File: config.mk
export PLATFORM = sky130hd
export DESIGN_NAME = checksummed_packet_deframer_ring_flat
export DESIGN_NICKNAME = d
export VERILOG_FILES = /design/src/cpdr_pkg.sv /design/src/cpdr_chan_if.sv /design/src/cpdr_dp.sv /design/src/cpdr_ctrl.sv /design/src/checksummed_packet_deframer_ring.sv /design/src/flat_wrapper.sv
export SDC_FILE = /design/constraint.sdc
export NUM_CORES = 1
export LEC_CHECK = 0
export BUFFER_PORTS_ARGS = -buffer_cell sky130_fd_sc_hd__buf_4
export CAP_MARGIN = 10
export CELL_PAD_IN_SITES_DETAIL_PLACEMENT = 0
export CELL_PAD_IN_SITES_GLOBAL_PLACEMENT = 1
export CORE_MARGIN = 3
export CORE_UTILIZATION = 35
export DETAILED_ROUTE_END_ITERATION = 8
export GPL_ROUTABILITY_DRIVEN = 0
export PLACE_DENSITY = 0.55
export SLEW_MARGIN = 25
export SYNTH_ARGS = -nofsm -noshare
export SYNTH_HDL_FRONTEND = slang
export SYNTH_HIERARCHICAL = 1
export SYNTH_SLANG_ARGS = --single-unit
File: constraint.sdc
create_clock -name clock -period 4.3 [get_ports clock]
set_input_delay 0.43 -clock clock [delete_from_list [all_inputs] [get_ports clock]]
set_output_delay 0.43 -clock clock [all_outputs]
set_load 0.02 [all_outputs]
File: src/cpdr_pkg.sv
package cpdr_pkg;

   localparam int PACKET_BYTES_DEFAULT = 16;
   localparam int SLOTS_DEFAULT        = 4;

   localparam logic [7:0] START_BYTE_RESET = 8'hAA;

   localparam logic KIND_BYTE = 1'b0;
   localparam logic KIND_READ = 1'b1;

   typedef struct packed {
      logic take_byte;
      logic start_read;
      logic load_byte;
      logic next_byte;
      logic load_none;
   } cmd_type;

   typedef struct packed {
      logic ring_empty;
      logic out_free;
      logic last_idx;
   } status_type;

endpackage

File: src/cpdr_chan_if.sv
interface cpdr_req_if;
   logic       valid;
   logic       ready;
   logic       kind;
   logic [7:0] rx_byte;

   modport source (output valid, output kind, output rx_byte, input ready);
   modport sink (input valid, input kind, input rx_byte, output ready);
endinterface

interface cpdr_rsp_if;
   logic       valid;
   logic       ready;
   logic [7:0] packet_byte;
   logic       last;
   logic       none_available;

   modport source (output valid, output packet_byte, output last, output none_available,
                   input ready);
   modport sink (input valid, input packet_byte, input last, input none_available,
                 output ready);
endinterface

interface cpdr_csr_if;
   logic       valid;
   logic       ready;
   logic [7:0] data;

   modport source (output valid, output data, input ready);
   modport sink (input valid, input data, output ready);
endinterface

File: src/cpdr_dp.sv
module cpdr_dp #(
   parameter int PACKET_BYTES = cpdr_pkg::PACKET_BYTES_DEFAULT,
   parameter int SLOTS        = cpdr_pkg::SLOTS_DEFAULT
) (
   input  logic                 clock,
   input  logic                 reset,
   input  logic [7:0]           rx_byte,
   input  cpdr_pkg::cmd_type    cmd,
   output cpdr_pkg::status_type status,
   cpdr_rsp_if.source           rsp_ch,
   cpdr_csr_if.sink             csr_ch
);
   import cpdr_pkg::*;

   localparam int SLOT_W      = $clog2(SLOTS);
   localparam int IDX_W       = (PACKET_BYTES > 1) ? $clog2(PACKET_BYTES) : 1;
   localparam int STORE_DEPTH = SLOTS * PACKET_BYTES;
   localparam int ADDR_W      = $clog2(STORE_DEPTH);
   localparam logic [SLOT_W-1:0] LAST_SLOT = SLOT_W'(SLOTS - 1);
   localparam logic [IDX_W-1:0]  LAST_IDX  = IDX_W'(PACKET_BYTES - 1);
   localparam logic [ADDR_W-1:0] ROW_SIZE  = ADDR_W'(PACKET_BYTES);

   typedef enum logic [2:0] {
      PH_HUNT  = 3'b001,
      PH_DATA  = 3'b010,
      PH_CHECK = 3'b100
   } phase_type;

   phase_type         phase_ff, phase_in;
   logic [IDX_W-1:0]  pos_ff, pos_in;
   logic [7:0]        sum_ff, sum_in;
   logic [SLOT_W-1:0] wr_slot_ff, wr_slot_in;
   logic [SLOT_W-1:0] rd_slot_ff, rd_slot_in;
   logic [IDX_W-1:0]  rd_idx_ff, rd_idx_in;
   logic [7:0]        start_byte_ff, start_byte_in;
   logic              out_valid_ff, out_valid_in;
   logic [7:0]        out_byte_ff, out_byte_in;
   logic              out_last_ff, out_last_in;
   logic              out_none_ff, out_none_in;

   logic [7:0]        store_mem [STORE_DEPTH];
   logic [7:0]        rd_data_ff;
   logic              wr_en;
   logic [ADDR_W-1:0] wr_addr;
   logic              rd_en;
   logic [ADDR_W-1:0] rd_addr;
   logic [SLOT_W-1:0] wr_slot_next;
   logic [SLOT_W-1:0] oldest;
   logic              out_free;

   function automatic logic [SLOT_W-1:0] slot_inc(input logic [SLOT_W-1:0] s);
      return (s == LAST_SLOT) ? '0 : SLOT_W'(s + 1'b1);
   endfunction

   assign oldest       = slot_inc(rd_slot_ff);
   assign wr_slot_next = slot_inc(wr_slot_ff);
   assign out_free     = !out_valid_ff || rsp_ch.ready;

   assign status.ring_empty = (oldest == wr_slot_ff);
   assign status.out_free   = out_free;
   assign status.last_idx   = (rd_idx_ff == LAST_IDX);

   assign csr_ch.ready = 1'b1;

   assign wr_en   = cmd.take_byte && (phase_ff == PH_DATA);
   assign wr_addr = ADDR_W'(ADDR_W'(wr_slot_ff) * ROW_SIZE + ADDR_W'(pos_ff));
   assign rd_en   = cmd.start_read || cmd.next_byte;
   assign rd_addr = cmd.start_read ? ADDR_W'(ADDR_W'(oldest) * ROW_SIZE)
                  : ADDR_W'(ADDR_W'(rd_slot_ff) * ROW_SIZE
                            + ADDR_W'(IDX_W'(rd_idx_ff + 1'b1)));

   // parser, ring pointers, read index and start byte register
   always_comb begin
      phase_in      = phase_ff;
      pos_in        = pos_ff;
      sum_in        = sum_ff;
      wr_slot_in    = wr_slot_ff;
      rd_slot_in    = rd_slot_ff;
      rd_idx_in     = rd_idx_ff;
      start_byte_in = (csr_ch.valid) ? csr_ch.data : start_byte_ff;
      if (cmd.take_byte) begin
         case (phase_ff)
            PH_DATA: begin
               sum_in = sum_ff + rx_byte;
               pos_in = IDX_W'(pos_ff + 1'b1);
               if (pos_ff == LAST_IDX) begin
                  phase_in = PH_CHECK;
               end
            end
            PH_CHECK: begin
               if (sum_ff == rx_byte) begin
                  wr_slot_in = wr_slot_next;
                  // ring full: drop the oldest unread packet
                  if (wr_slot_next == oldest) begin
                     rd_slot_in = oldest;
                  end
               end
               phase_in = PH_HUNT;
            end
            default: begin
               phase_in = PH_HUNT;
               if (rx_byte == start_byte_ff) begin
                  phase_in = PH_DATA;
                  pos_in   = '0;
                  sum_in   = '0;
               end
            end
         endcase
      end
      if (cmd.start_read) begin
         rd_slot_in = oldest;
         rd_idx_in  = '0;
      end else if (cmd.next_byte) begin
         rd_idx_in = IDX_W'(rd_idx_ff + 1'b1);
      end
   end

   // output register
   always_comb begin
      out_valid_in = out_valid_ff;
      out_byte_in  = out_byte_ff;
      out_last_in  = out_last_ff;
      out_none_in  = out_none_ff;
      if (cmd.load_byte) begin
         out_valid_in = 1'b1;
         out_byte_in  = rd_data_ff;
         out_last_in  = (rd_idx_ff == LAST_IDX);
         out_none_in  = 1'b0;
      end else if (cmd.load_none) begin
         out_valid_in = 1'b1;
         out_byte_in  = '0;
         out_last_in  = 1'b1;
         out_none_in  = 1'b1;
      end else if (rsp_ch.ready) begin
         out_valid_in = 1'b0;
      end
   end

   always_ff @(posedge clock) begin
      if (reset) begin
         phase_ff      <= PH_HUNT;
         pos_ff        <= '0;
         sum_ff        <= '0;
         wr_slot_ff    <= '0;
         rd_slot_ff    <= LAST_SLOT;
         rd_idx_ff     <= '0;
         start_byte_ff <= START_BYTE_RESET;
         out_valid_ff  <= 1'b0;
      end else begin
         phase_ff      <= phase_in;
         pos_ff        <= pos_in;
         sum_ff        <= sum_in;
         wr_slot_ff    <= wr_slot_in;
         rd_slot_ff    <= rd_slot_in;
         rd_idx_ff     <= rd_idx_in;
         start_byte_ff <= start_byte_in;
         out_valid_ff  <= out_valid_in;
      end
   end

   always_ff @(posedge clock) begin
      out_byte_ff <= out_byte_in;
      out_last_ff <= out_last_in;
      out_none_ff <= out_none_in;
   end

   always_ff @(posedge clock) begin
      if (wr_en) begin
         store_mem[wr_addr] <= rx_byte;
      end
   end

   always_ff @(posedge clock) begin
      if (rd_en) begin
         rd_data_ff <= store_mem[rd_addr];
      end
   end

   assign rsp_ch.valid          = out_valid_ff;
   assign rsp_ch.packet_byte    = out_byte_ff;
   assign rsp_ch.last           = out_last_ff;
   assign rsp_ch.none_available = out_none_ff;

endmodule

File: src/cpdr_ctrl.sv
module cpdr_ctrl (
   input  logic                 clock,
   input  logic                 reset,
   input  logic                 req_valid,
   input  logic                 req_kind,
   output logic                 req_ready,
   input  cpdr_pkg::status_type status,
   output cpdr_pkg::cmd_type    cmd
);
   import cpdr_pkg::*;

   typedef enum logic [2:0] {
      ST_IDLE = 3'b001,
      ST_LOAD = 3'b010,
      ST_NONE = 3'b100
   } state_type;

   state_type state_ff, state_in;

   always_comb begin
      state_in  = state_ff;
      req_ready = 1'b0;
      cmd       = '0;
      case (state_ff)
         ST_IDLE: begin
            req_ready = 1'b1;
            if (req_valid) begin
               if (req_kind == KIND_READ) begin
                  if (status.ring_empty) begin
                     state_in = ST_NONE;
                  end else begin
                     cmd.start_read = 1'b1;
                     state_in       = ST_LOAD;
                  end
               end else begin
                  cmd.take_byte = 1'b1;
               end
            end
         end
         ST_LOAD: begin
            // hold the fetched byte until the output register frees up
            if (status.out_free) begin
               cmd.load_byte = 1'b1;
               if (status.last_idx) begin
                  state_in = ST_IDLE;
               end else begin
                  cmd.next_byte = 1'b1;
               end
            end
         end
         ST_NONE: begin
            if (status.out_free) begin
               cmd.load_none = 1'b1;
               state_in      = ST_IDLE;
            end
         end
         default: begin
            state_in = ST_IDLE;
         end
      endcase
   end

   always_ff @(posedge clock) begin
      if (reset) begin
         state_ff <= ST_IDLE;
      end else begin
         state_ff <= state_in;
      end
   end

endmodule

File: src/checksummed_packet_deframer_ring.sv
// Deframes start-byte framed packets with an additive checksum into a ring of slots.
// req_ch carries one beat per item: kind 0 is a received byte, kind 1 asks for the
// oldest unread packet. A received byte is taken while idle, and the next beat is
// accepted in the following cycle.
// A read answers with PACKET_BYTES beats on rsp_ch (last on the final one), or one
// beat with none_available and last set when the ring holds no unread packet.
// The first read beat passes through the registered read port of the packet store
// and the output register; further beats follow one per cycle while rsp_ch does not
// stall. req_ch is held off while a read is in progress. When rsp_ch stalls, the
// output register holds its beat and the read sequence waits; received bytes are
// still accepted while a finished beat waits to be taken.
// csr_ch writes the start byte at any time it is valid (always ready); write it
// only while the block is idle.
// Reset empties the ring, sets the start byte to 0xAA and puts the parser in hunt.
// The ring keeps at most SLOTS - 1 unread packets; a good frame that fills it
// drops the oldest.
module checksummed_packet_deframer_ring #(
   parameter int PACKET_BYTES = cpdr_pkg::PACKET_BYTES_DEFAULT,
   parameter int SLOTS        = cpdr_pkg::SLOTS_DEFAULT
) (
   input logic         clock,
   input logic         reset,
   cpdr_req_if.sink    req_ch,
   cpdr_rsp_if.source  rsp_ch,
   cpdr_csr_if.sink    csr_ch
);
   import cpdr_pkg::*;

   cmd_type    cmd;
   status_type status;

   cpdr_ctrl u_ctrl (
      .clock     (clock),
      .reset     (reset),
      .req_valid (req_ch.valid),
      .req_kind  (req_ch.kind),
      .req_ready (req_ch.ready),
      .status    (status),
      .cmd       (cmd)
   );

   cpdr_dp #(
      .PACKET_BYTES (PACKET_BYTES),
      .SLOTS        (SLOTS)
   ) u_dp (
      .clock   (clock),
      .reset   (reset),
      .rx_byte (req_ch.rx_byte),
      .cmd     (cmd),
      .status  (status),
      .rsp_ch  (rsp_ch),
      .csr_ch  (csr_ch)
   );

   a_read_not_empty: assert property (@(posedge clock) disable iff (reset)
      cmd.start_read |-> !status.ring_empty)
      else $error("read started on an empty ring");

   a_no_overwrite: assert property (@(posedge clock) disable iff (reset)
      (cmd.load_byte || cmd.load_none) |-> status.out_free)
      else $error("output register overwritten while holding a beat");

   a_one_action: assert property (@(posedge clock) disable iff (reset)
      $onehot0({cmd.take_byte, cmd.start_read, cmd.load_byte, cmd.load_none}))
      else $error("conflicting datapath commands");

   a_none_beat: assert property (@(posedge clock) disable iff (reset)
      cmd.load_none |=> (rsp_ch.valid && rsp_ch.none_available && rsp_ch.last))
      else $error("empty answer not presented");

endmodule

File: src/flat_wrapper.sv
// flat-port wrapper written by rule: the top's interface ports become plain ports
module checksummed_packet_deframer_ring_flat import cpdr_pkg::*;
#(
   parameter int PACKET_BYTES = cpdr_pkg::PACKET_BYTES_DEFAULT,
   parameter int SLOTS        = cpdr_pkg::SLOTS_DEFAULT
)
  (clock, reset, req_ch_valid, req_ch_kind, req_ch_rx_byte, req_ch_ready, rsp_ch_valid, rsp_ch_packet_byte, rsp_ch_last, rsp_ch_none_available, rsp_ch_ready, csr_ch_valid, csr_ch_data, csr_ch_ready);
  cpdr_req_if req_ch_i ();
  cpdr_rsp_if rsp_ch_i ();
  cpdr_csr_if csr_ch_i ();
  input logic clock;
  input logic reset;
  input wire logic [$bits(req_ch_i.valid)-1:0] req_ch_valid;
  input wire logic [$bits(req_ch_i.kind)-1:0] req_ch_kind;
  input wire logic [$bits(req_ch_i.rx_byte)-1:0] req_ch_rx_byte;
  output wire logic [$bits(req_ch_i.ready)-1:0] req_ch_ready;
  output wire logic [$bits(rsp_ch_i.valid)-1:0] rsp_ch_valid;
  output wire logic [$bits(rsp_ch_i.packet_byte)-1:0] rsp_ch_packet_byte;
  output wire logic [$bits(rsp_ch_i.last)-1:0] rsp_ch_last;
  output wire logic [$bits(rsp_ch_i.none_available)-1:0] rsp_ch_none_available;
  input wire logic [$bits(rsp_ch_i.ready)-1:0] rsp_ch_ready;
  input wire logic [$bits(csr_ch_i.valid)-1:0] csr_ch_valid;
  input wire logic [$bits(csr_ch_i.data)-1:0] csr_ch_data;
  output wire logic [$bits(csr_ch_i.ready)-1:0] csr_ch_ready;
  assign req_ch_i.valid = req_ch_valid;
  assign req_ch_i.kind = req_ch_kind;
  assign req_ch_i.rx_byte = req_ch_rx_byte;
  assign req_ch_ready = req_ch_i.ready;
  assign rsp_ch_valid = rsp_ch_i.valid;
  assign rsp_ch_packet_byte = rsp_ch_i.packet_byte;
  assign rsp_ch_last = rsp_ch_i.last;
  assign rsp_ch_none_available = rsp_ch_i.none_available;
  assign rsp_ch_i.ready = rsp_ch_ready;
  assign csr_ch_i.valid = csr_ch_valid;
  assign csr_ch_i.data = csr_ch_data;
  assign csr_ch_ready = csr_ch_i.ready;
  checksummed_packet_deframer_ring #(.PACKET_BYTES(PACKET_BYTES), .SLOTS(SLOTS)) u_core (.clock(clock), .reset(reset), .req_ch(req_ch_i), .rsp_ch(rsp_ch_i), .csr_ch(csr_ch_i));
endmodule
# [Word-level counts from Yosys, hierarchy flattened]
# Memories as Yosys holds them, arrays and structs flattened. A register that Yosys moved wholly into a read port is not among the register bits.
# Index checks and enable logic that the tools add are counted.
[totals] register_bits=45 latchBits=0 mem_bits_rw=512 mem_bits_ro=0 inputBits=22 output_inout_bits=13 n_memories=1
[op_classes] addsub=7 multipliers=0 div_mod_pow=0 n_lt_le_gt_ge=0 n_eq_ne=19 shifts=0 n_mux=42 n_bitwise=1 n_reduce_logical=17
[memory_table] memory="u_core.u_dp.store_mem" depth=64 word_bits=8 rd=1 rd_ports_with_merged_regs=1 write_ports=1 line_no="cpdr_dp.sv:41" rtl="logic [7:0] store_mem [STORE_DEPTH];"
[op_table] op="2-bit two-way mux" count=12
[op_table] op="8-bit two-way mux" count=3
[op_table] op="3-bit two-way mux" count=7
[op_table] op="8-bit == test" count=2
[op_table] op="8-bit one-hot mux with 2 select lines" count=1
[op_table] op="1-bit two-way mux" count=14
[op_table] op="6-bit by 4-bit adder with 6-bit output" count=2
[op_table] op="2-bit nonzero test" count=6
[op_table] op="3-bit one-hot mux with 3 select lines" count=1
[op_table] op="4-bit by 1-bit adder with 4-bit output (second input constant)" count=2
[op_table] op="8-bit adder" count=1
[op_table] op="4-bit == test (second input constant)" count=2
[op_table] op="2-bit != test (second input constant)" count=4
[op_table] op="4-bit one-hot mux with 2 select lines" count=1
[op_table] op="3-bit by 2-bit == test with 1-bit output (second input constant)" count=2
[op_table] op="3-bit == test (second input constant)" count=2
[op_table] op="6-bit two-way mux" count=1
[op_table] op="3-bit one-hot mux with 2 select lines" count=1
[op_table] op="3-bit AND reduction" count=2
[op_table] op="5-bit AND reduction" count=1
[op_table] op="2-bit by 1-bit adder with 2-bit output (second input constant)" count=2
[op_table] op="2-bit == test" count=2
[op_table] op="2-bit == test (second input constant)" count=2
[op_table] op="4-bit two-way mux" count=1
[op_table] op="other kinds (10)" count=12

# [Longest topological paths before layout]
# Gate-level depths: netlist of run 1.
[depth] depth_word=10 ltp_mapped=15 depth_no_buf=11

# [Hierarchy]
# The synthesis of run 1 kept the hierarchy.
[by_module_without_submodules] module="cpdr_dp" instances=1 cells_per_inst=1589 area_per_inst_um2=23327.4 seq_area_each_um2=16545.9
[by_module_without_submodules] module="cpdr_ctrl" instances=1 cells_per_inst=26 area_per_inst_um2=222.7 seq_area_each_um2=60.1

# [Worst setup path before layout of run 1]
# OpenSTA, ideal clock, no wires.
[synth_timing] path_type="register -> register" from="register u_core.u_dp.rd_slot_ff[1]" to="register u_core.u_dp.rd_data_ff[5], read port of u_core.u_dp.store_mem, data pin" setup_ns=0.275 arrival_time_ns=2.777 slack_ns=1.248 stages_incl_launch_ff=15 period_less_slack_ns=3.052 cell_sequence="dfxtp_1 ha_1 xor2_1 nor2_1 or3_4 inv_1 buf_4 nand2b_1 clkbuf_1 buf_1 a21oi_1 o221ai_1 nor2_1 nor4_1 o311ai_1"
[synth_rtl] item="start, declared" line_no="cpdr_dp.sv:33" rtl="logic [SLOT_W-1:0] rd_slot_ff, rd_slot_in;"
[synth_rtl] item="start signal, assigned" line_no="cpdr_dp.sv:154" rtl="rd_slot_ff <= rd_slot_in;"
[synth_rtl] item="end, declared" line_no="cpdr_dp.sv:42" rtl="logic [7:0] rd_data_ff;"

==> results.md, run 1 <==
Status:
- The flow ran to the end, and the final reports show no timing, DRC or antenna violations.

Pwr:
- The total power divided by cell area is 411 mW/mm².
- The clock network accounts for 43.8% of the total power.
- Combinational cells account for 2.3% of the total power.
- The part of the power in registers is 53.9%.
- The leakage component of the power is 8.66 nW.
- The net switching power is 2.28 mW.
- Internal power comes to 8.93 mW.
- The completed layout was analyzed and its total power is 11.2 mW.
- The fraction of power spent switching nets is 20.3%.
- The largest voltage drop on the vdd net is 0.000313 V.

STA:
- The transition time at the pin with the least slew margin is 1.05 ns.
- The number of failing hold endpoints at the final stage came to 0.
- The maximum clock frequency is 0.254 GHz.
- Setup repair after global routing left no endpoint under its margin.
- On the final layout, the worst clock skew is 0.0265 ns.
- After routing, the total negative slack on setup checks comes to 0 ns.
- In the finished design, the share of the clock period the worst path needs comes to 91.7%.
- The time the worst path needs with I/O delays and setup is 3.94 ns.
- The number of endpoints failing setup at the final stage is 0.
- Measured against its own limit, the worst slew margin works out to 30.0%.
- The final number of max-transition violations is 0.

Finish:
- After the last flow step, the layout net total stands at 1773.
- The layout has 6122 filler cells.
- The multi-input gate area in the final layout is 0.00638 mm².
- Cells with a size suffix above 1 make up 16.4% of the layout.
- The sequential cell area is 0.0166 mm².
- Compared with the post-synthesis result, the final layout area differs by 15.9%.

Yosys:
- The number of synthesized flops with an enable pin is 529.
- By area the synthesized netlist is led by sky130_fd_sc_hd__edfxtp_1 (67%), sky130_fd_sc_hd__mux2i_1 (3.7%), sky130_fd_sc_hd__dfxtp_1 (3.1%).
- During synthesis, Yosys emitted a total of 6 warnings.
- The number of distinct library cells after synthesis is 82.
- The synthesis-stage register bit count is 565.
- The async set-or-reset flop fraction in the synthesized netlist is 0%.
- The share of synthesized area occupied by flip-flops and latches is 70.5%.
- The number of nets in the synthesized netlist is 1652.
- The area of the mapped netlist is 0.0236 mm².
- The synthesized instance count is 1615.
- sky130_fd_sc_hd__edfxtp_1 takes more of the synthesized area than any other cell.
- The most used flip-flop cell after synthesis is sky130_fd_sc_hd__edfxtp_1.
- The share of Yosys cell area claimed by the top area cell type is 67.5%.
- Dividing the synthesized area by the synthesized cell count gives 14.6 µm².

Route:
- After the first detailed-routing iteration, the DRC count stood at 1232.
- The detailed-router iteration count before antenna repair is 5.
- The vias per cell is 5.47.
- The count of nets left with antenna violations after detail routing is 0.
- The detailed-route wire length is 68.4 mm.
- The final routed wire length divided by cell count is 25.8 µm.
- Summing over every cut layer, the via total after detailed routing is 14500.
- The count of unresolved DRC violations after routing is 0.

Clock tree:
- The worst-case clock buffer depth is 3.
- The tree is rooted in a sky130_fd_sc_hd__clkbuf_16.
- The clock buffer count from CTS is 61.
- The clock reaches the later pin of the worst-skew pair after 0.62 ns.
- Clock-pin slew was measured on the worst setup and hold paths at 0.06 ns.
- TritonCTS built the clock tree.
- The H-tree generated during clock tree synthesis spans 2 levels.
- The count of clock tree sinks is 565.

Global routing:
- The overall global routing resource usage is 19.4%.
- The number of global-route vias before repair is 14300.
- The number of antenna violations at the first check in global routing is 3.
- The first global-routing pass estimated 99.9 mm of wire.
- The pin count of the biggest net entering global routing is 129.
- Global routing finished with a remaining overflow of 0.

Setup path:
- Walking the worst path, the cells encountered are ha_1 > xor2_1 > nor2_1 > or3_4 > inv_2 > buf_4 > nor2b_1 > nand2b_1 > a211oi_1 > o32ai_1 > a211oi_1 > o311ai_1.
- At the worst endpoint, the arrival time is 4.30 ns.
- STA classifies the critical path startpoint as a flip-flop.
- The maximum fanout along the worst path is 19.
- In this design, the critical path's most frequently occurring cell is sky130_fd_sc_hd__a211oi_1.
- The type of element capturing the critical path is a flip-flop.
- The class of the most critical setup path is reg -> reg.
- The critical path's slowest cell is sky130_fd_sc_hd__a211oi_1.
- For the worst setup path, the data required time is 4.65 ns.
- The largest stage delay on the critical path is 0.51 ns.
- The depth of the worst register-to-register path is 12.

Hold path:
- The tightest min-delay check is of the in -> reg type.
- The number of cells on the worst hold path is 3.

Floorplanning:
- The horizontal die dimension is 265 µm.
- The floorplan die height is 265 µm.
- The top-level I/O count is 35.
- The initial utilization of the core area, before any placement, comes to 35.6%.
- The placeable core region is 0.0662 mm².
- The overall die area is 0.0704 mm².
- The placement row count is 94.

Place:
- The placed wire-length estimate after detailed placement is 44.0 mm.
- In this run the tool buffered the top-level ports with 33 buffer cells.

Run:
- The count of max-cap constraint violations is 0.
[power by group through the flow]
| stage | Combinational [mW] | Clock, mW | Sequential, mW |
|---|---|---|---|
| after CTS | 0.264 | 5.04 | 6.04 |
| after global routing | 0.280 | 5.27 | 6.04 |
| after detailed placement | 0.261 | 0 | 6.15 |
| final | 0.256 | 4.91 | 6.04 |
| after floorplan | 0.0707 | 0 | 6.16 |
| after global placement | 0.259 | 0 | 6.15 |
[worst max-delay path, delay by kind of cell (launching register included)]
family	cells	cell delay, ns
buffers and inverters	2	0.26
xor gates and xnor gates	1	0.19
adders and majority gates	1	0.33
DFF	1	0.41
AOI/OAI and AO/OA	4	1.28
and+or+nand+nor	4	1.20
[state kept, by name, indices dropped and copies added (netlist names)]
signal,count
u_core/u_dp/rsp_ch.last,1
u_core/u_dp/rsp_ch.packet_byte,8
u_core/u_dp/rsp_ch.valid,1
u_core/u_dp/wr_slot_ff,2
u_core/u_dp/store_mem,512
u_core/u_dp/phase_ff,3
u_core/u_dp/sum_ff,8
u_core/u_dp/start_byte_ff,8
u_core/u_ctrl/state_ff,3
u_core/u_dp/rd_idx_ff,4
u_core/u_dp/rsp_ch.none_available,1
u_core/u_dp/pos_ff,4
u_core/u_dp/rd_slot_ff,2
u_core/u_dp/rd_data_ff,8
[synthesized netlist by cell type, drive strengths merged (5+ instances only)]
cell type / n
nor3b: 7
a21oi: 83
nand3: 21
o31a: 7
nor2: 108
ha: 14
or2: 10
nor2b: 27
a21o: 6
mux2i: 88
o211ai: 7
a31oi: 12
nand2b: 12
xor2: 11
or3: 25
a211o: 7
o32ai: 8
a221oi: 5
o31ai: 16
o22ai: 33
buf: 73
edfxtp: 529
nand2: 100
o311a: 6
mux2: 16
inv: 18
nor4: 9
mux4: 9
a211oi: 40
and3: 18
o21ai: 39
and2: 20
xnor2: 14
nor3: 27
clkbuf: 32
o221a: 7
a221o: 21
dfxtp: 36
o221ai: 48
[area by class of cell]
class,count,share of cell area [%]
multi-input combinational,926,23.4
antenna,1,0.00917
timing repair buffer,163,4.71
clock inverter,29,0.770
sequential,565,60.9
tap,864,3.96
clock buffer,82,6.04
inverter,19,0.261
[layout by cell type, fill, tap and decap left out, drive strengths merged, types with 25 or more instances in the layout]
cell type,count
edfxtp,529
buf,159
nor2,108
nand2,100
mux2i,88
a21oi,83
clkbuf,82
o221ai,48
a211oi,40
o21ai,39
dfxtp,36
o22ai,33
nor3,27
nor2b,27
clkinv,26
or3,25
[what timing repair did]
item | CTS | global route
gates resized for setup | 0 | 0
hold buffers | 4 | 0
setup endpoints to repair | 0 | 0
setup buffers | 0 | 0
endpoints found under the hold margin | 4 | 0
[logic make-up (layout without fill, tap and decap cells)]
family | Yosys count | in the layout | synth area share [%]
buffers and inverters | 124 | 293 | 2.54
xor gates and xnor gates | 25 | 25 | 0.994
and+or+nand+nor | 396 | 396 | 8.26
AOI/OAI and AO/OA | 376 | 376 | 11.5
adders and majority gates | 15 | 15 | 0.829
muxes | 113 | 113 | 5.37
DFF | 565 | 565 | 70.5
other | 1 | 2 | 0.0159
[through the flow]
step                      instances  area (µm²)  util [%]  worst slack (ns)  hold slack [ns]
final                          2649       27300      41.2             0.357           0.0476
after floorplan                1615       23600         -              1.25            0.448
after global routing           2648       27300      41.2             0.178           0.0588
after CTS                      2648       27300      41.2             0.393          0.00944
after detailed placement       2533       25400      38.3             0.387            0.467
after global placement         2533       25400      38.3             0.408            0.463
[per-layer routing]
layer	vias up	part of all wire (%)	global-route usage (%)
met5	-	0	0
met1	7427	47	28.1
met2	380	46	30.1
li1	6592	-	-
met4	0	2.4	5.53
met3	84	5.3	3.24
[final timing paths]
kind                                           startpoint                            to  slack (ns)
worst max-delay path            u_core/u_dp/rd_slot_ff[1]     u_core/u_dp/rd_data_ff[5]        0.36
worst min-delay path                       csr_ch_data[6]  u_core/u_dp/start_byte_ff[6]        0.05
worst max register to register  u_core/u_dp/rd_slot_ff[1]     u_core/u_dp/rd_data_ff[5]        0.36
worst min register to register      u_core/u_dp/sum_ff[5]         u_core/u_dp/sum_ff[5]        0.47
Power figures use the tool's default switching activity.
==> run 2: changes to the inputs <==
--- a/config.mk
+++ b/config.mk
@@ -14,8 +14,10 @@
 export DETAILED_ROUTE_END_ITERATION = 8
 export GPL_ROUTABILITY_DRIVEN = 0
 export PLACE_DENSITY = 0.55
+export REMOVE_ABC_BUFFERS = 1
 export SLEW_MARGIN = 25
 export SYNTH_ARGS = -nofsm -noshare
 export SYNTH_HDL_FRONTEND = slang
 export SYNTH_HIERARCHICAL = 1
 export SYNTH_SLANG_ARGS = --single-unit
+export TNS_END_PERCENT = 50
==> results.md, run 2 (synthesized netlist as in run 1, its figures left out) <==
Setup path:
- The worst setup path is launched from a flip-flop.
- The critical path is of the reg -> reg type.
- STA classifies the critical path endpoint as a flip-flop.
- The maximum fanout along the worst path is 25 (+6).
- The data required time of the critical path came to 4.65 ns (about the same).
- The largest stage delay on the critical path was 0.63 ns (+0.12 ns).
- The startpoint identified for the worst register-to-register timing path is u_core/u_dp/rd_slot_ff[1].
- The launching element of the worst setup path is u_core/u_dp/rd_slot_ff[1].
- The worst endpoint data arrival time is 4.41 ns (+0.11 ns).
- The largest individual stage delay along the critical path comes from the cell sky130_fd_sc_hd__nor4_1.
- Traced cell by cell, the critical path runs through ha_1 > xor2_1 > nor2_1 > or3_4 > inv_2 > o21ai_2 > o221ai_1 > a211oi_1 > nor4_1 > o31ai_1.

Finish:
- The sequential cell area is 0.0166 mm² (unchanged).
- The final layout net count is 1735 (-2.1%).
- The share of cells above drive strength 1 was 15.0% (-1.4 points).
- The final cell count without fillers was 2614 (-1.3%).
- Leaving out fill and tap cells, the most frequent cell in the layout is sky130_fd_sc_hd__edfxtp_1.
- The multi-input gate area in the final layout was 0.00639 mm² (+0.22%).
- The register with the most flip-flops in the final layout is u_core/u_dp/store_mem.
- In the layout the commonest cells are sky130_fd_sc_hd__edfxtp_1 (529), sky130_fd_sc_hd__buf_4 (114), sky130_fd_sc_hd__nor2_1 (103).
- The post-synthesis to final-layout area growth is 14.9%.
- The final-layout fill cell count came to 6141 (+0.31%).
- The number of flip-flops in the largest register came to 512 (unchanged).

Status:
- The flow ran to the end, and the final reports show no timing, DRC or antenna violations.

Global routing:
- The number of antenna violations at the first check in global routing came to 0 (-3).
- The global-route wire length before repair is 97.3 mm (-2.6%).
- The number of global-route vias before repair is 14200 (-0.65%).
- The sum of overflow across all layers after global routing came to 0 (unchanged).
- The overall global routing resource usage is 18.7% (-0.64 points).
- The pin count of the biggest net entering global routing is 179 (+39%).

Route:
- The detailed router's first-iteration violation count came to 1256 (+1.9%).
- The vias per cell came to 5.49 (+0.37%).
- The routed via count is 14300 (-0.96%).
- The count of nets left with antenna violations after detail routing is 0 (unchanged).
- The count of unresolved DRC violations after routing is 0 (unchanged).
- The detailed-router iteration count before antenna repair is 5 (unchanged).
- The detailed-route wire length is 66.4 mm (-3.0%).
- The final routed wire length divided by cell count is 25.4 µm (-1.7%).

Place:
- The pre-CTS setup slack came to 0.128 ns (-0.258 ns).
- The number of buffers inserted by port buffering came to 33 (unchanged).
- The count of placed standard cells including taps was 2491 (-1.7%).
- The placed wire-length estimate after detailed placement is 41.4 mm (-5.9%).

STA:
- The number of endpoints failing setup at the final stage came to 0 (unchanged).
- The transition time at the pin with the least slew margin is 1.14 ns (+0.0922 ns).
- The final number of max-transition violations is 0 (unchanged).
- Setup repair after global routing could not meet its margin everywhere.
- The time the worst path needs with I/O delays and setup is 4.07 ns (+0.124 ns).
- The relative slew slack came to 23.9% (-6.1 points).
- The period utilization was 94.6% (+2.9 points).
- The final worst setup slack is 0.234 ns (-0.124 ns).
- The number of failing hold endpoints at the final stage came to 0 (unchanged).
- The maximum clock frequency was 0.246 GHz (-3.0%).
- The setup skew after layout is 0.0152 ns (-0.0112 ns).

Pwr:
- The leakage component of the power was 8.49 nW (-2.0%).
- The total power divided by cell area is 417 mW/mm² (+1.5%).
- The largest voltage drop on the vdd net is 0.000347 V (+11%).

Clock tree:
- The number of H-tree levels was 2 (unchanged).
- The setup fix buffers added after clock tree synthesis is 0 (unchanged).
- The count of clock tree sinks was 565 (unchanged).
- The clock buffer count from CTS is 61 (unchanged).
- The worst-case clock buffer depth is 3 (unchanged).
- The TritonCTS clock tree is done.
- The clock input transition at the sequential cells of the worst setup and hold paths is 0.06 ns (about the same).
- The clock latency at the later pin of the worst-skew pair is 0.63 ns (about the same).
- The clock root buffer is sky130_fd_sc_hd__clkbuf_16.

Run:
- The count of max-cap constraint violations was 0 (unchanged).

Floorplanning:
- The top-level I/O count is 35 (unchanged).
- The placement row count is 94 (unchanged).
- The starting density of the core was 35.6% (unchanged).
- The overall die area is 0.0704 mm² (unchanged).
- The horizontal die dimension was 265 µm (unchanged).
- The placeable core region was 0.0662 mm² (unchanged).
- The floorplan die height is 265 µm (unchanged).

Hold path:
- The worst hold path begins at req_ch_rx_byte[3].
- The path class of the tightest hold or removal check is in -> reg.
==> run 2: through the flow <==
stage | setup TNS, ns | cell area [µm²] | power, mW | utilization [%] | hold slack, ns
floorplan | -60.99 | 23000 | 6.23 | - | 0.448
global placement | 0 | 25100 | 6.40 | 37.8 | 0.465
detailed placement | 0 | 25100 | 6.40 | 37.9 | 0.470
CTS | 0 | 27000 | 11.4 | 40.8 | 0.0754
global route | -0.519 | 27000 | 11.7 | 40.8 | 0.0848
finish | 0 | 27100 | 11.3 | 40.9 | 0.105
==> run 2: area by class of cell <==
class | count | share of cell area (%)
clock buffers | 81 | 6.07
clock inverters | 33 | 0.944
well taps | 864 | 4.00
repair buffers | 125 | 3.68
diodes | 1 | 0.00925
flip-flops and latches | 565 | 61.4
inverters | 19 | 0.264
multi-input cells | 926 | 23.6
==> run 2: routing by layer <==
layer	GRT usage, %	vias to the layer above	routed length [µm]
li1	-	6539	-
met1	26.2	7324	29900
met2	30.3	394	31100
met3	3.62	87	4050
met4	4.34	0	1260
met5	0	-	0
==> run 2: worst paths after layout <==
check                                               endpoint  slack [ns]  cells past startpoint
worst max-delay path               u_core/u_dp/rd_data_ff[2]        0.23                     10
worst min-delay path            u_core/u_dp/store_mem[18][3]        0.11                      1
worst max register to register     u_core/u_dp/rd_data_ff[2]        0.23                     10
worst min register to register         u_core/u_dp/sum_ff[0]        0.49                      2
==> run 2: critical path, delay by kind of cell, from the launching register on <==
family                     cells  cell delay (ns)
xor gates and xnor gates       1             0.19
and+or+nand+nor                3             1.12
AOI/OAI and AO/OA              4             1.20
adders and majority gates      1             0.34
buffers and inverters          1             0.46
DFF                            1             0.42
==> run 2: what timing repair did <==
item / 4_1_cts / 5_1_grt
endpoints found under the hold margin: 8 / 0
gates resized for setup: 0 / 2
hold buffers: 8 / 0
setup endpoints to repair: 0 / 17
==> run 2: where the power goes <==
| group | switching (mW) | total [mW] | internal (mW) |
|---|---|---|---|
| Clock | 2.14 | 4.99 | 2.85 |
| Sequential | 0.0142 | 6.04 | 6.02 |
| Combinational | 0.177 | 0.247 | 0.0701 |
==> run 3: changes to the inputs <==
--- a/config.mk
+++ b/config.mk
@@ -9,12 +9,12 @@
 export CAP_MARGIN = 10
 export CELL_PAD_IN_SITES_DETAIL_PLACEMENT = 0
 export CELL_PAD_IN_SITES_GLOBAL_PLACEMENT = 1
-export CORE_MARGIN = 3
 export CORE_UTILIZATION = 35
 export DETAILED_ROUTE_END_ITERATION = 8
 export GPL_ROUTABILITY_DRIVEN = 0
 export PLACE_DENSITY = 0.55
 export REMOVE_ABC_BUFFERS = 1
+export SETUP_SLACK_MARGIN = 0.05
 export SLEW_MARGIN = 25
 export SYNTH_ARGS = -nofsm -noshare
 export SYNTH_HDL_FRONTEND = slang
==> constraint.sdc (replaced) <==
create_clock -name clock -period 3.8 [get_ports clock]
set_input_delay 0.38 -clock clock [delete_from_list [all_inputs] [get_ports clock]]
set_output_delay 0.38 -clock clock [all_outputs]
set_load 0.02 [all_outputs]
==> results.md, run 3 (synthesized netlist as in run 1, its figures left out) <==
Setup path:
- The setup path with the least slack is of type reg -> reg.
- The largest stage delay on the critical path is 0.50 ns (-0.13 ns).
- The total number of cells along the worst setup path is 13 (+3).
- The depth of the worst register-to-register path was 13 (+3).
- The launching element of the worst setup path is u_core/u_dp/rd_slot_ff[0].
- The slowest stage of the critical path belongs to the cell sky130_fd_sc_hd__nor4_1.
- The worst endpoint data arrival time is 3.93 ns (-0.48 ns).
- The buffering stage count on the worst path with inverters included came to 4 (+3).
- The maximum fanout along the worst path came to 21 (-16%).
- Walking the worst path, the cells encountered are ha_1 > xor2_1 > nor2_1 > or3_4 > inv_2 > buf_4 > buf_4 > a21oi_2 > o221ai_1 > a211oi_1 > nor4_1 > buf_4 > o31ai_1.
- The gate family responsible for the most delay along the worst path is simple AND/OR/NAND/NOR gates.
- STA classifies the critical path endpoint as a flip-flop.
- The slack of the worst reg-to-reg path is 0.23 ns (about the same).
- The data required time of the critical path was 4.16 ns (-0.49 ns).
- The startpoint identified for the worst register-to-register timing path is u_core/u_dp/rd_slot_ff[0].
- The kind of launch point of the worst setup path is a flip-flop.
- The cell occurring most often along the worst timing path is sky130_fd_sc_hd__buf_4.

Clock tree:
- The number of H-tree levels is 2 (unchanged).
- The TritonCTS clock tree is done.
- The clock root buffer is sky130_fd_sc_hd__clkbuf_16.
- The worst-case clock buffer depth was 3 (unchanged).
- The clock buffer count from CTS is 60 (-1.6%).
- The clock latency at the later pin of the worst-skew pair is 0.63 ns (about the same).
- The clock input transition at the sequential cells of the worst setup and hold paths is 0.06 ns (about the same).
- The count of clock tree sinks was 565 (unchanged).

Floorplanning:
- The overall die area is 0.0683 mm² (-3.0%).
- The floorplan die height came to 261 µm (-1.5%).
- The horizontal die dimension was 261 µm (-1.5%).
- The placeable core region is 0.0662 mm² (unchanged).
- The starting density of the core is 35.6% (unchanged).
- The placement row count is 94 (unchanged).
- The top-level I/O count is 35 (unchanged).

Route:
- The final routed wire length divided by cell count is 25.8 µm (+1.8%).
- The detailed-route wire length came to 67.8 mm (+2.2%).
- The vias per cell is 5.50 (+0.20%).
- The detailed-router iteration count before antenna repair is 5 (unchanged).
- The detailed router's first-iteration violation count is 1332 (+6.1%).
- The count of unresolved DRC violations after routing was 0 (unchanged).
- The count of nets left with antenna violations after detail routing is 0 (unchanged).
- The routed via count is 14400 (+0.59%).

Finish:
- The sequential cell area was 0.0166 mm² (unchanged).
- More flip-flops sit in one register than any other, and that register is u_core/u_dp/store_mem.
- Leaving out fill and tap cells, the most frequent cells in the layout are sky130_fd_sc_hd__edfxtp_1 (529), sky130_fd_sc_hd__buf_4 (129), sky130_fd_sc_hd__nor2_1 (105).
- The share of cells above drive strength 1 is 15.6% (+0.65 points).
- The most frequent standard cell in the layout excluding fill and tap cells is sky130_fd_sc_hd__edfxtp_1.
- The final cell count without fillers is 2624 (+0.38%).
- The final layout net count came to 1753 (+1.0%).
- The antenna cell count is 0 (-1).
- The multi-input gate area in the final layout was 0.00641 mm² (+0.25%).
- The number of flip-flops in the largest register is 512 (unchanged).
- The post-route cell area came to 0.0271 mm² (+0.36%).
- The utilization of the core after routing was 41.0% (+0.15 points).
- The area growth from synthesis to layout is 15.3%.
- The final-layout fill cell count was 6070 (-1.2%).

Pwr:
- The leakage component of the power is 8.55 nW (+0.72%).
- The largest voltage drop on the vdd net was 0.000339 V (-2.2%).
- The total power divided by cell area is 463 mW/mm² (+11%).

STA:
- The time the worst path needs with I/O delays and setup was 3.57 ns (-0.498 ns).
- The number of endpoints failing setup at the final stage is 0 (unchanged).
- The transition time at the pin with the least slew margin is 1.00 ns (-0.140 ns).
- The maximum clock frequency is 0.280 GHz (+14%).
- The smallest hold slack is 0.104 ns (-0.00153 ns).
- The aggregate negative setup slack came to 0 ns (unchanged).
- The setup skew after layout was 0.0263 ns (+0.0111 ns).
- The final number of max-transition violations is 0 (unchanged).
- The number of failing hold endpoints at the final stage was 0 (unchanged).
- Setup repair after global routing left no endpoint under its margin.
- The period utilization is 93.9% (-0.67 points).
- The relative slew slack is 33.0% (+9.1 points).

Global routing:
- The number of global-route vias before repair is 14300 (+0.44%).
- The number of antenna violations at the first check in global routing was 1 (+1).
- The overall global routing resource usage is 20.0% (+1.2 points).
- The pin count of the biggest net entering global routing was 93 (-48%).
- The global-route wire length before repair came to 99.1 mm (+1.8%).
- The sum of overflow across all layers after global routing is 0 (unchanged).

Place:
- The area of placed instances is 0.0253 mm² (+0.77%).
- The number of buffers inserted by port buffering came to 33 (unchanged).
- The placed wire-length estimate after detailed placement is 43.4 mm (+4.7%).
- The count of placed standard cells including taps is 2510 (+0.76%).

Run:
- The count of max-cap constraint violations was 0 (unchanged).

Hold path:
- The number of cells on the worst hold path is 2 (+1).
- The startpoint identified for the worst hold timing path is csr_ch_valid.
- The class of the worst hold path is in -> reg.

Status:
- The flow ran to the end, and the final reports show no timing, DRC or antenna violations.
## run 3: cell count changes in the layout (fill, tap and decap cells not counted), moves of 3 or more
cell / change
sky130_fd_sc_hd__buf_12: +4
sky130_fd_sc_hd__clkbuf_1: -4
sky130_fd_sc_hd__clkinv_1: +4
sky130_fd_sc_hd__clkinv_2: -3
sky130_fd_sc_hd__buf_4: +15
## run 3: worst reg2reg max path: stages (launching register included)
cell and delay [ns]:
sky130_fd_sc_hd__dfxtp_1 0.31, sky130_fd_sc_hd__ha_1 0.32, sky130_fd_sc_hd__xor2_1 0.17, sky130_fd_sc_hd__nor2_1 0.08, sky130_fd_sc_hd__or3_4 0.41, sky130_fd_sc_hd__inv_2 0.14
sky130_fd_sc_hd__buf_4 0.25, sky130_fd_sc_hd__buf_4 0.30, sky130_fd_sc_hd__a21oi_2 0.18, sky130_fd_sc_hd__o221ai_1 0.28, sky130_fd_sc_hd__a211oi_1 0.13, sky130_fd_sc_hd__nor4_1 0.50
sky130_fd_sc_hd__buf_4 0.19, sky130_fd_sc_hd__o31ai_1 0.06
## run 3: path summary, 6_finish.rpt
path,to
setup / recovery,u_core/u_dp/rd_data_ff[1]
hold / removal,u_core/u_dp/start_byte_ff[3]
setup reg to reg,u_core/u_dp/rd_data_ff[1]
hold reg to reg,u_core/u_dp/sum_ff[6]
## run 3: layer usage
layer	part of all wire [%]	vias up	GRT usage, %
met3	4.9	67	2.96
li1	-	6560	-
met1	47	7398	29.0
met5	0	-	0
met2	46	403	31.8
met4	1.5	0	3.92
## run 3: area by class of cell
class                   instances  share of cell area [%]
clock buffers                  73                    5.71
well taps                     864                    3.98
inverters                      19                   0.263
repair buffers                144                    4.38
flip-flops and latches        565                    61.2
multi-input cells             926                    23.6
clock inverters                33                   0.876
## run 3: what timing repair did
action | in CTS | in global routing
setup buffers | 0 | 0
setup endpoints to repair | 1 | 4
endpoints found under the hold margin | 8 | 0
pin swaps | 0 | 0
hold buffers | 8 | 0
gates resized for setup | 1 | 4
## run 3: power by group
part           switching, mW  total [mW]  leakage (nW)  internal (mW)
clock                   2.37        5.44         0.878           3.07
sequential            0.0150        6.83          5.04           6.82
combinational          0.206       0.288          2.63         0.0820
total                   2.59        12.6          8.55           9.97
## run 3: per-stage QoR
stage                     setup WS [ns]  power [mW]
after floorplan                   -5.85        7.05
after global placement           0.0853        7.25
after detailed placement         0.0330        7.25
after CTS                        0.0873        12.7
after global routing              0.111        12.9
final                             0.232        12.6
